[src/rtl/fixed_block_pool_allocator_top_defines.svh]
// Assertion macros shared by the fixed block pool allocator RTL.
`ifndef FIXED_BLOCK_POOL_ALLOCATOR_TOP_DEFINES_SVH
`define FIXED_BLOCK_POOL_ALLOCATOR_TOP_DEFINES_SVH

// Same-cycle implication, checked on every rising edge outside reset.
`define FBPA_ASSERT_IMP(label, clk, rst_n, ante, cons) \
  label: assert property (@(posedge clk) disable iff (!rst_n) (ante) |-> (cons)) \
    else $error("fbpa assertion failed");

// Next-cycle implication, checked on every rising edge outside reset.
`define FBPA_ASSERT_NEXT(label, clk, rst_n, ante, cons) \
  label: assert property (@(posedge clk) disable iff (!rst_n) (ante) |=> (cons)) \
    else $error("fbpa assertion failed");

`endif

[src/rtl/fbpa_ram.sv]
// Generic single-port-write, single-port-read RAM with registered read data.
module fbpa_ram #(
  parameter int WIDTH = 8,
  parameter int DEPTH = 16,
  localparam int AW = (DEPTH > 1) ? $clog2(DEPTH) : 1
) (
  input  logic             clk,
  input  logic             we,
  input  logic [AW-1:0]    waddr,
  input  logic [WIDTH-1:0] wdata,
  input  logic             re,
  input  logic [AW-1:0]    raddr,
  output logic [WIDTH-1:0] rdata
);

  logic [WIDTH-1:0] mem [DEPTH];
  logic [WIDTH-1:0] rdata_r;

  always_ff @(posedge clk) begin
    if (we) begin
      mem[waddr] <= wdata;
    end
    if (re) begin
      rdata_r <= mem[raddr];
    end
  end

  assign rdata = rdata_r;

endmodule

[config.mk]
export PLATFORM = sky130hd
export DESIGN_NAME = fbpa_ram
export DESIGN_NICKNAME = d
export VERILOG_FILES = /design/src/rtl/fixed_block_pool_allocator_top_defines.svh /design/src/rtl/fbpa_ram.sv
export SDC_FILE = /design/constraint.sdc
export NUM_CORES = 1
export LEC_CHECK = 0
export ABC_AREA = 1
export BUFFER_PORTS_ARGS = -buffer_cell sky130_fd_sc_hd__buf_2
export CAP_MARGIN = 30
export CORE_MARGIN = 2
export CORE_UTILIZATION = 48
export DETAILED_ROUTE_END_ITERATION = 8
export SETUP_SLACK_MARGIN = 0.3
export SKIP_LAST_GASP = 1
export SYNTH_ARGS = -nofsm -noshare
export SYNTH_HDL_FRONTEND = slang
export SYNTH_SLANG_ARGS = --single-unit
[constraint.sdc]
create_clock -name clk -period 1.7 [get_ports clk]
set_input_delay 0.34 -clock clk [delete_from_list [all_inputs] [get_ports clk]]
set_output_delay 0.34 -clock clk [all_outputs]
set_load 0.01 [all_outputs]
Word level (Yosys, flattened, before mapping)

Memories as Yosys holds them, arrays and structs flattened. A register that Yosys moved wholly into a read port is not among the register bits.
Cells that the tools add are included.

Logic and storage cells: 3
Bits in registers: 0
Memories kept: 1
Bits of input ports: 19
Bits in writable memories: 128

Memory list:

| name | depth | width | read ports | clocked after memory_dff | write ports | RTL line       | RTL |
|---|---|---|---|---|---|---|---|
| mem  | 16    | 8     | 1          | 1                        | 1           | fbpa_ram.sv:16 | `logic [WIDTH-1:0] mem [DEPTH];` |

Mux-type cells: 2

Operators by type and width:

| kind              | count |
|---|---|
| two-way mux 1 bit | 2 |

Depth between registers and ports, before layout

Depth after elaboration: 2
Gate-level depth with buffers: 8

Least setup slack after synthesis

No wires, ideal clock.

Kind: in2reg
Start point: in waddr[2]
End point: mem mem[10][0], enable pin
Required time: 1.330 ns
Stages: 2
Data arrival time: 0.921 ns
Path slack: 0.409 ns
Cell sequence: nand3b_1 nor2_1

RTL lines:

| what               | RTL line       | RTL |
|---|---|---|
| start: declaration | fbpa_ram.sv:9  | `input logic [AW-1:0] waddr,` |
| end: declaration   | fbpa_ram.sv:16 |  |

Straight into the memory's write port.

Final worst setup path

Start point: reg rdata_r[0] (netlist: rdata[0]) (read register of mem)
End point: out rdata[0]

RTL lines:

| what               | RTL line       | RTL |
|---|---|---|
| start: declaration | fbpa_ram.sv:17 | `logic [WIDTH-1:0] rdata_r;` |
| end: declaration   | fbpa_ram.sv:13 | `output logic [WIDTH-1:0] rdata` |

No word-level cell between the ends.

==> results.sh <==
export IMPL_port_buffers=26
export IMPL_syn_area_um2=5850
export IMPL_leakage_nw=2.94
export IMPL_finalNetCount=617
export IMPL_core_um2=12000
export IMPL_cts_setup_buffers=0
export IMPL_diodes=0
export IMPL_drc=0
export IMPL_r2r_slack_ps=500
export IMPL_cts_sinks=136
export IMPL_cp_buffers_inverters=1
export IMPL_rows=40
export IMPL_grt_pass1_wl_um=20100
export IMPL_cts_tree="yes"
export IMPL_rr_startpoint="mem[1][4]"
export IMPL_endpoint="rdata[0]"
export IMPL_reg2reg_to="rdata[4]"
export IMPL_dpl_hpwl_um=8290
export IMPL_period_needed_ps=1340
export IMPL_detail_route_antenna_nets=0
export IMPL_ioPinCount=27
export IMPL_crit_family="flip-flops"
export IMPL_powerDensity_nw_per_um2=1130
export IMPL_fin_crit_sh_pct=78.9
export IMPL_synth_seq_cells=136
export IMPL_first_global_vias=3664
export IMPL_drv_cap=0
export IMPL_cp_num_cells=1
export IMPL_rsz0062_at_grt="no"
export IMPL_critical_path_max_stage_delay_ps=410
export IMPL_timing_fmax_mhz=746
export IMPL_overflow=0
export IMPL_cts_buffer_depth=2
export IMPL_gp_congestion=0.865
export IMPL_ys_types=11
export IMPL_grt_start_max_net_pins=37
export IMPL_syn2layout_area_growth_pct=15.6
export IMPL_hold_slack_ps=274
export IMPL_fin_skew_ps=7.34
export IMPL_antenna_found_initial=0
export IMPL_avgSynthCellArea_um2=10.6
export IMPL_cts_clk_slew_worst_paths_ps=60
export IMPL_post_cts_resized=0
export IMPL_syn_num_nets=570
export IMPL_required_ps=1360
export IMPL_first_pass_iters=4
export IMPL_insertion_delay_ps=420
export IMPL_crit_chain="buf_2"
export IMPL_worst_setup_path_type="flop to output pin"
export IMPL_nFillCells=1025
export IMPL_die_x_um=114
export IMPL_cts_hold_buffers_added=0
export IMPL_setup_viol=0
export IMPL_cts_root_buf="clkbuf_16"
export IMPL_floorplan_initialDensity_pct=48.9
export IMPL_worst_pin_slew_ps=573
export IMPL_cp_start_kind="flop"
export IMPL_crit_start="rdata[0]"
export IMPL_slew_headroom_pct=61.8
export IMPL_track_usage_pct=21.4
export IMPL_vias=3758
export IMPL_die_y_um=114
export IMPL_synthCells=551
export IMPL_cp_arrival_ps=1000
export IMPL_wl_per_cell_um=16.9
export IMPL_hp_class="input pin to flop"
export IMPL_routed_wl_um=12800
export IMPL_h_tree_depth=4
export IMPL_report_final_slew_viol_count=0
export IMPL_drt_iter0_drc=262
export IMPL_finalHoldViolCount=0
export IMPL_yosysSeqAreaShare_pct=69.8
export IMPL_drive_gt1_share_pct=12.9
export IMPL_ys_warn_count=0
export IMPL_crit_path_top_delay_cell="edfxtp_1"
export IMPL_endpoint_kind="output pin"
export IMPL_tns_ps=0
export IMPL_status="finished clean"
export IMPL_vias_per_cell=4.96
export IMPL_design_die_area_um2=13100
export IMPL_worstPathMaxFanout=1
export IMPL_cts_buffers=17
export IMPL_worstRegToRegCells=6
export IMPL_ir_drop_mv=0.764
==> through the flow <==
step                      utilization [%]  area [µm²]  worst slack (ps)  total power [mW]  instances
after global routing                 56.5        6760               343              7.90        758
after floorplan                         -        5850               409              4.14        551
after global placement               52.0        6210              37.6              4.33        726
after detailed placement             52.0        6210              16.5              4.34        726
after CTS                            56.5        6760               336              7.72        758
final                                56.5        6760               359              7.66        758
==> kinds of logic (layout without fill, tap and decap cells) <==
| kind of cell | count (synthesis) | after routing | share of synthesized area (%) |
|---|---|---|---|
| flip-flops | 136 | 136 | 69.8 |
| buffers and inverters | 126 | 186 | 9.39 |
| AND/OR/NAND/NOR | 289 | 289 | 20.8 |
==> per-layer routing <==
layer / up-vias / share of wire, % / track usage [%]
li1: 1876 / - / -
met1: 1758 / 43 / 28.5
met2: 107 / 48 / 33.5
met3: 17 / 6.8 / 4.98
met4: 0 / 1.9 / 10.5
met5: - / 0 / 0
==> synth_stat cells <==
cell | n | area (µm²)
inv_1 | 100 | 375
buf_4 | 4 | 30.0
buf_1 | 1 | 3.75
buf_6 | 6 | 67.6
nand2_1 | 173 | 649
buf_2 | 13 | 65.1
nor2_1 | 17 | 63.8
nand3b_1 | 2 | 15.0
edfxtp_1 | 136 | 4080
inv_2 | 2 | 7.51
nand3_1 | 97 | 485
==> cell usage in the layout, fill, tap and decap left out <==
master and count:
inv_1 100, clkbuf_1 2, clkinv_2 5, buf_12 2
clkinv_1 5, nand3_1 97, nand2_1 173, nand3b_1 2
edfxtp_1 136, nor2_1 17, buf_4 24, buf_2 26
clkbuf_16 17, bufinv_16 2, inv_2 2, clkinvlp_4 1
==> layout make-up <==
class | instances | area [µm²] | area share, %
Tap cell | 147 | 184 | 2.72
Timing Repair Buffer | 52 | 350 | 5.18
Inverter | 102 | 383 | 5.66
Multi-Input combinational cell | 289 | 1210 | 18.0
Sequential cell | 136 | 4080 | 60.4
Clock inverter | 13 | 111 | 1.65
Clock buffer | 19 | 433 | 6.41
==> where the power goes <==
group / switching, mW / internal, mW / leakage [nW] / total [mW]
logic: 0.321 / 0.141 / 1.44 / 0.462
clock network: 1.29 / 2.11 / 0.268 / 3.40
registers: 0.0198 / 3.78 / 1.24 / 3.80
total: 1.63 / 6.03 / 2.94 / 7.66
==> flip-flops by register name, indices dropped and copies added, names as in the netlist <==
name and count:
mem 128, rdata 8
==> worst reg2reg max path: stages, from the launching register on <==
cell	delay (ps)
edfxtp_1	360
inv_1	60
nand2_1	50
nand3_1	90
nand3_1	150
nand3_1	170
nand2_1	80
==> how the worst min path moves through the flow <==
stage | startpoint | to | cells after the start
detailed placement | re | rdata[4] | 1
global placement | re | rdata[4] | 1
CTS | re | rdata[0] | 1
finish | re | rdata[0] | 1
floorplan | wdata[0] | mem[0][0] | 0
global route | re | rdata[2] | 1
(Power assumes the default switching activity.)
