$ cat src/rtl/fixed_block_pool_allocator_top_defines.svh
// Assertion macros shared by the fixed block pool allocator RTL.
`ifndef FIXED_BLOCK_POOL_ALLOCATOR_TOP_DEFINES_SVH
`define FIXED_BLOCK_POOL_ALLOCATOR_TOP_DEFINES_SVH

// Same-cycle implication, checked on every rising edge outside reset.
`define FBPA_ASSERT_IMP(label, clk, rst_n, ante, cons) \
  label: assert property (@(posedge clk) disable iff (!rst_n) (ante) |-> (cons)) \
    else $error("fbpa assertion failed");

// Next-cycle implication, checked on every rising edge outside reset.
`define FBPA_ASSERT_NEXT(label, clk, rst_n, ante, cons) \
  label: assert property (@(posedge clk) disable iff (!rst_n) (ante) |=> (cons)) \
    else $error("fbpa assertion failed");

`endif

$ cat src/rtl/fbpa_div.sv
// Restoring divider that produces one quotient bit per cycle.
module fbpa_div #(
  parameter int NUM_W = 20,
  parameter int DEN_W = 13,
  localparam int STEP_W = $clog2(NUM_W + 1)
) (
  input  logic             clk,
  input  logic             rst_n,
  input  logic             start,
  input  logic [NUM_W-1:0] num,
  input  logic [DEN_W-1:0] den,
  output logic             done,
  output logic [NUM_W-1:0] quo
);

  logic              busy_r, busy_nxt;
  logic [STEP_W-1:0] step_r, step_nxt;
  logic [DEN_W-1:0]  rem_r, rem_nxt;
  logic [NUM_W-1:0]  quo_r, quo_nxt;
  logic [DEN_W-1:0]  den_r, den_nxt;
  logic [DEN_W:0]    shifted;
  logic              fits;

  assign shifted = {rem_r, quo_r[NUM_W-1]};
  assign fits    = (shifted >= {1'b0, den_r});
  assign done    = busy_r && (step_r == '0);
  assign quo     = quo_r;

  always_comb begin
    busy_nxt = busy_r;
    step_nxt = step_r;
    rem_nxt  = rem_r;
    quo_nxt  = quo_r;
    den_nxt  = den_r;
    if (start) begin
      busy_nxt = 1'b1;
      step_nxt = STEP_W'(NUM_W);
      rem_nxt  = '0;
      quo_nxt  = num;
      den_nxt  = den;
    end else if (busy_r) begin
      if (step_r == '0) begin
        busy_nxt = 1'b0;
      end else begin
        step_nxt = step_r - STEP_W'(1);
        rem_nxt  = fits ? DEN_W'(shifted - {1'b0, den_r}) : shifted[DEN_W-1:0];
        quo_nxt  = {quo_r[NUM_W-2:0], fits};
      end
    end
  end

  always_ff @(posedge clk) begin
    if (!rst_n) begin
      busy_r <= 1'b0;
    end else begin
      busy_r <= busy_nxt;
    end
  end

  always_ff @(posedge clk) begin
    step_r <= step_nxt;
    rem_r  <= rem_nxt;
    quo_r  <= quo_nxt;
    den_r  <= den_nxt;
  end

endmodule

$ cat config.mk
export PLATFORM = sky130hd
export DESIGN_NAME = fbpa_div
export DESIGN_NICKNAME = d
export VERILOG_FILES = /design/src/rtl/fixed_block_pool_allocator_top_defines.svh /design/src/rtl/fbpa_div.sv
export SDC_FILE = /design/constraint.sdc
export NUM_CORES = 1
export LEC_CHECK = 0
export ABC_CLOCK_PERIOD_IN_PS = 4970
export BUFFER_PORTS_ARGS = -buffer_cell sky130_fd_sc_hd__buf_2
export CAP_MARGIN = 20
export CORE_UTILIZATION = 45
export CTS_CLUSTER_DIAMETER = 120
export CTS_CLUSTER_SIZE = 8
export DETAILED_ROUTE_END_ITERATION = 16
export PLACE_DENSITY_LB_ADDON = 0.08
export SYNTH_ARGS = -nofsm -noshare
export SYNTH_HDL_FRONTEND = slang
export SYNTH_SLANG_ARGS = --single-unit
$ cat constraint.sdc
create_clock -name clk -period 4.97 [get_ports clk]
set_input_delay 0 -clock clk [delete_from_list [all_inputs] [get_ports clk]]
set_output_delay 0 -clock clk [all_outputs]
set_load 0.02 [all_outputs]
== After elaboration in Yosys (flattened, before gate mapping) ==
Cells that the tools add are included.
Storage, ports and cells
  flip-flop bits (word level): 52
  output and inout port bits: 21
  bits of input ports: 36
Operators by class
  bitwise logic cells: 1
  magnitude comparators: 1
  add/subtract/negate cells: 2
  reduce and logical (&&, ||, !) cells: 5
  mux-type cells: 7
  eq/ne operators: 1
Operator list (count)
  $mux W20: 3
  $ge A14 B13 Y1: 1
  $mux W13: 1
  $sub A13 B13 Y13: 1
  $logic_not A5 Y1: 1
  $sub A5 B1 Y5 const B: 1
  $reduce_and A2 Y1: 2
  $mux W1: 3
  $ne A2 B2 Y1 const B: 1
  $reduce_bool A2 Y1: 1
  $logic_and A1 B1 Y1: 1
  $not A1 Y1: 1

== Logic depth before layout (Yosys ltp) ==
  depth after elaboration: 4
  mapped depth: 10
  gate-level depth less buffers: 9

== Worst setup path before layout ==
OpenSTA, ideal clock, no wires.
  path kind: register to register
  start point: register quo_r[19], in the netlist quo[19]
  end point: register rem_r[7]
  setup time: 88 ps
  setup slack: 2581 ps
  data arrival time: 2301 ps
  path buffers: 1
  clock period less this slack: 2389 ps
  stages on the path, launching flop included: 11
  cell sequence: edfxtp_1 > inv_1 > ha_1 > inv_1 > fa_1 > a21oi_2 > a211oi_4 > o31ai_4 > buf_6 > nand3_1 > a311oi_2
On the way
  cells in the longest elaborated chain, start to end: 2
  elaborated cells between the ends (all ways): 3
  those cells by class: 1 x add/sub; 1 x order compare; 1 x mux
RTL lines
  start: declaration: RTL line fbpa_div.sv:19  | logic [NUM_W-1:0] quo_r, quo_nxt;
  start signal: assignment: RTL line fbpa_div.sv:63  | quo_r <= quo_nxt;
  $sub A13 B13 Y13 or $ge A14 B13 Y1 (tied branches): RTL line fbpa_div.sv:46, fbpa_div.sv:25
  $mux W13 *: RTL line fbpa_div.sv:46  | rem_nxt = fits ? DEN_W'(shifted - {1'b0, den_r}) : shifted[DEN_W-1:0];
  end signal: assignment: RTL line fbpa_div.sv:62  | rem_r <= rem_nxt;
  end: declaration: RTL line fbpa_div.sv:18  | logic [DEN_W-1:0] rem_r, rem_nxt;
Every way passes the cells marked *; elsewhere a longest branch is shown, timed or not.
A chain may end at the register's enable or synchronous reset.

== Worst setup path after layout ==
  start point: register quo_r[19], in the netlist quo[19]
  end point: register rem_r[2]
Same word-level chain as after synthesis.

==> results.txt <==
- The smallest clock period supported by the final layout is computed as 2.74 ns.
- Initial antenna violation count: 0
* Library cell with the largest summed area after synthesis: sky130_fd_sc_hd__edfxtp_1
- Setup repair after global routing left no endpoint under its margin.
* Final estimated routing congestion in global placement: 0.877
- H-tree depth reported by CTS: 2
- Share of total power consumed by net switching: 31.2%
* Routed WL per cell: 15.1 µm
- The multi-input combinational cells in the finished layout cover a total of 1450 µm².
* Most frequently used flop master after synthesis: sky130_fd_sc_hd__edfxtp_1
- Once layout is complete, the cells apart from fillers number 431.
- Final Max Slew Viols: 0
- The initialized floorplan defines 29 standard-cell rows.
* Total of warnings raised by yosys: 0
* Worst reg2reg setup slack: 2.23 ns
- Maximum buffer depth of the clock tree: 2
* Critical Path End Type: register
* Finished layout cell area: 3680 µm²
- Inserted Diodes: 0
- In this run the horizontal extent of the chip is 83.3 µm.
- Detailed-route via count: 2351
- Worst slew pin tran: 1.00 ns
* Seq/Total Area, Yosys: 46.1%
- The path class of the tightest hold or removal check is in -> reg.
- Post-synthesis cell count: 272
* Final Cycle Share: 55.1%
- The floorplan step set the die height to 83.3 µm.
- Worst ir drop on vdd: 150 µV
* Total count of hold-check failures in the final report: 0
- In this run, the combinational gates consume 26.2% of the power.
* Number of clock buffers inserted by TritonCTS: 5
* Starting DRT DRC Count: 125
* Post-route DRC: 0
- Setup slack on the critical path of the routed design comes to 2.23 ns.
- Hold repair after CTS inserted 30 buffers.
- Total internal power: 0.727 mW
- GR Util All Layers: 19.5%
- In the synthesized netlist, the cells that appear most often are 33 x sky130_fd_sc_hd__edfxtp_1, 23 x sky130_fd_sc_hd__inv_1, 19 x sky130_fd_sc_hd__dfxtp_1, 19 x sky130_fd_sc_hd__mux2_2, 19 x sky130_fd_sc_hd__nor2_1.
* Number of distinct standard cells referenced by the synthesized netlist: 57
- Power share of the clock group: 24.2%
* Number of global-route vias before repair: 2320
- CTS tree: yes
* Synth Net Count: 323
* Wire length of the first global-routing pass: 10.8 mm
- Maximum fanout along the worst path: 15
* Largest net degree at the start of global routing: 59
* Total placed cells including tap cells: 393
* Clock transition at the register clock pins on the worst setup and hold paths after CTS: 0.10 ns
- Per report_power, the sequential group accounts for 49.6% of the total.
- Final Core Density: 58.0%
* Clk Tree Root Cell: sky130_fd_sc_hd__clkbuf_8
- 1st-pass router iterations: 4
- Net Switching: 0.330 mW
* Starting density of the core: 46.8%
* Worst endpoint required time: 5.19 ns
- Number of nets in the final layout: 404
- Routed WL: 6.52 mm
- The analysis attributes to cell leakage a power of 1.50 nW.
- After filler insertion, the fill cell instance count of the layout stands at 567.
* Final-layout setup total negative slack: 0 ns
- A synthesized cell averages 10.9 µm².
- Buffers placed on the I/O ports in this run total 56.
- Areal power density over the cells: 287 nW/µm²
- Share of the synthesized area in the top cell type: 33.3%
* Number of resized instances in the post-cts repair step: 0
- Summed over all nets, the half-perimeter wirelength after detailed placement is 4.33 mm.
- Clock Skews: 0.00906 ns
- STA puts the critical path data arrival time at 2.96 ns.
* Vias per std cell: 5.45
- Clock Sinks: 52
* Number of synthesized flops with an enable pin: 33
- The run finished with clean final reports.
- The critical path in this run is classified as reg -> reg.
* WHS: 0.00780 ns
- Setup violations remaining at the end of the flow were counted as 0.
- Startpoint type of the worst setup path: register
- Number of nets still failing antenna checks after routing: 0
* Post-Synthesis Cell Area: 2970 µm²
- 57 I/O pins were placed.
- Highest attainable clock frequency: 0.365 GHz
- Synthesis inferred 52 register bits.
- The worst pin sits at a relative slew slack of 32.8%.
- The post-route netlist has 27.1% of its cells at a drive strength greater than 1.
- The tool flagged a number of max-cap violations equal to 0.
* Die area: 6940 µm²
- Final Total Pwr: 1.06 mW
* Post-CTS Setup Inserts: 0
* Instance area after placement: 3290 µm²
- Clk_lat worst skew: 0.31 ns
- Area Growth Syn to Fin: 23.8%
- Timing analysis after detailed placement gives a worst setup slack of 2.24 ns.
- In this run the standard cell core region covers 6350 µm².
* Most area-consuming cells after synthesis: sky130_fd_sc_hd__edfxtp_1 33%, sky130_fd_sc_hd__dfxtp_1 13%, sky130_fd_sc_hd__mux2_2 7.2%
- Across the whole layout, storage elements account for 1370 µm².
* Most common cell in the netlist: sky130_fd_sc_hd__edfxtp_1
* Async set-or-reset flop fraction in the synthesized netlist: 0%
- Remaining Overflow, GRT: 0
final timing paths:
check,cells after the start,start,to
worst max-delay path,9,quo[19],rem_r[2]
worst min-delay path,2,num[14],quo[14]
worst max register to register,9,quo[19],rem_r[2]
worst min register to register,1,step_r[4],step_r[4]
layer usage:
layer	track usage, %	wire length (µm)	vias to the layer above
met1	26.8	3170	1116
met2	32.3	3120	36
met3	2.98	180	4
li1	-	-	1195
met5	0	0	-
met4	4.70	44	0
power by group through the flow:
stage	logic, mW	clock network (mW)	registers [mW]
after detailed placement	0.258	0	0.533
after global placement	0.256	0	0.532
final	0.277	0.256	0.524
after CTS	0.277	0.263	0.524
after floorplan	0.172	0	0.552
after global routing	0.305	0.277	0.529
state kept, by name, summed over array words and instances, names as in the netlist:
register,cells
quo,20
rem_r,13
busy_r,1
step_r,5
den_r,13
critical path, stage by stage (launching register included):
cell and delay (ns):
sky130_fd_sc_hd__edfxtp_1 0.41, sky130_fd_sc_hd__inv_1 0.07, sky130_fd_sc_hd__ha_1 0.15, sky130_fd_sc_hd__inv_1 0.05
sky130_fd_sc_hd__fa_1 0.41, sky130_fd_sc_hd__a21oi_2 0.27, sky130_fd_sc_hd__a211oi_4 0.11, sky130_fd_sc_hd__o31ai_4 0.61
sky130_fd_sc_hd__a2111oi_0 0.23, sky130_fd_sc_hd__a211o_1 0.32
area by class of cell:
cell class	instances	area share, %
inverters	23	2.35
multi-input cells	184	39.3
clock inverters	3	0.612
repair buffers	87	16.0
clock buffers	5	1.87
well taps	77	2.62
flip-flops and latches	52	37.3
cell families after synthesis:
family          count (synthesis)  synth area share [%]
fa+ha+maj                      15                  6.57
mux                            20                  7.53
simple gates                   68                  13.2
buf+inv                        36                  5.18
xor+xnor                        6                  1.77
flops                          52                  46.1
compound gates                 75                  19.6
placed cells by master (no fill, tap or decap), types with 10 or more instances in the layout:
master / count
sky130_fd_sc_hd__buf_2: 56
sky130_fd_sc_hd__dfxtp_1: 19
sky130_fd_sc_hd__dlygate4sd3_1: 30
sky130_fd_sc_hd__edfxtp_1: 33
sky130_fd_sc_hd__ha_1: 14
sky130_fd_sc_hd__inv_1: 23
sky130_fd_sc_hd__mux2_2: 19
sky130_fd_sc_hd__nand3_1: 15
sky130_fd_sc_hd__nor2_1: 19
sky130_fd_sc_hd__nor3b_1: 10
sky130_fd_sc_hd__o21ai_1: 10
No activity file was read; power rests on OpenSTA's default activity.
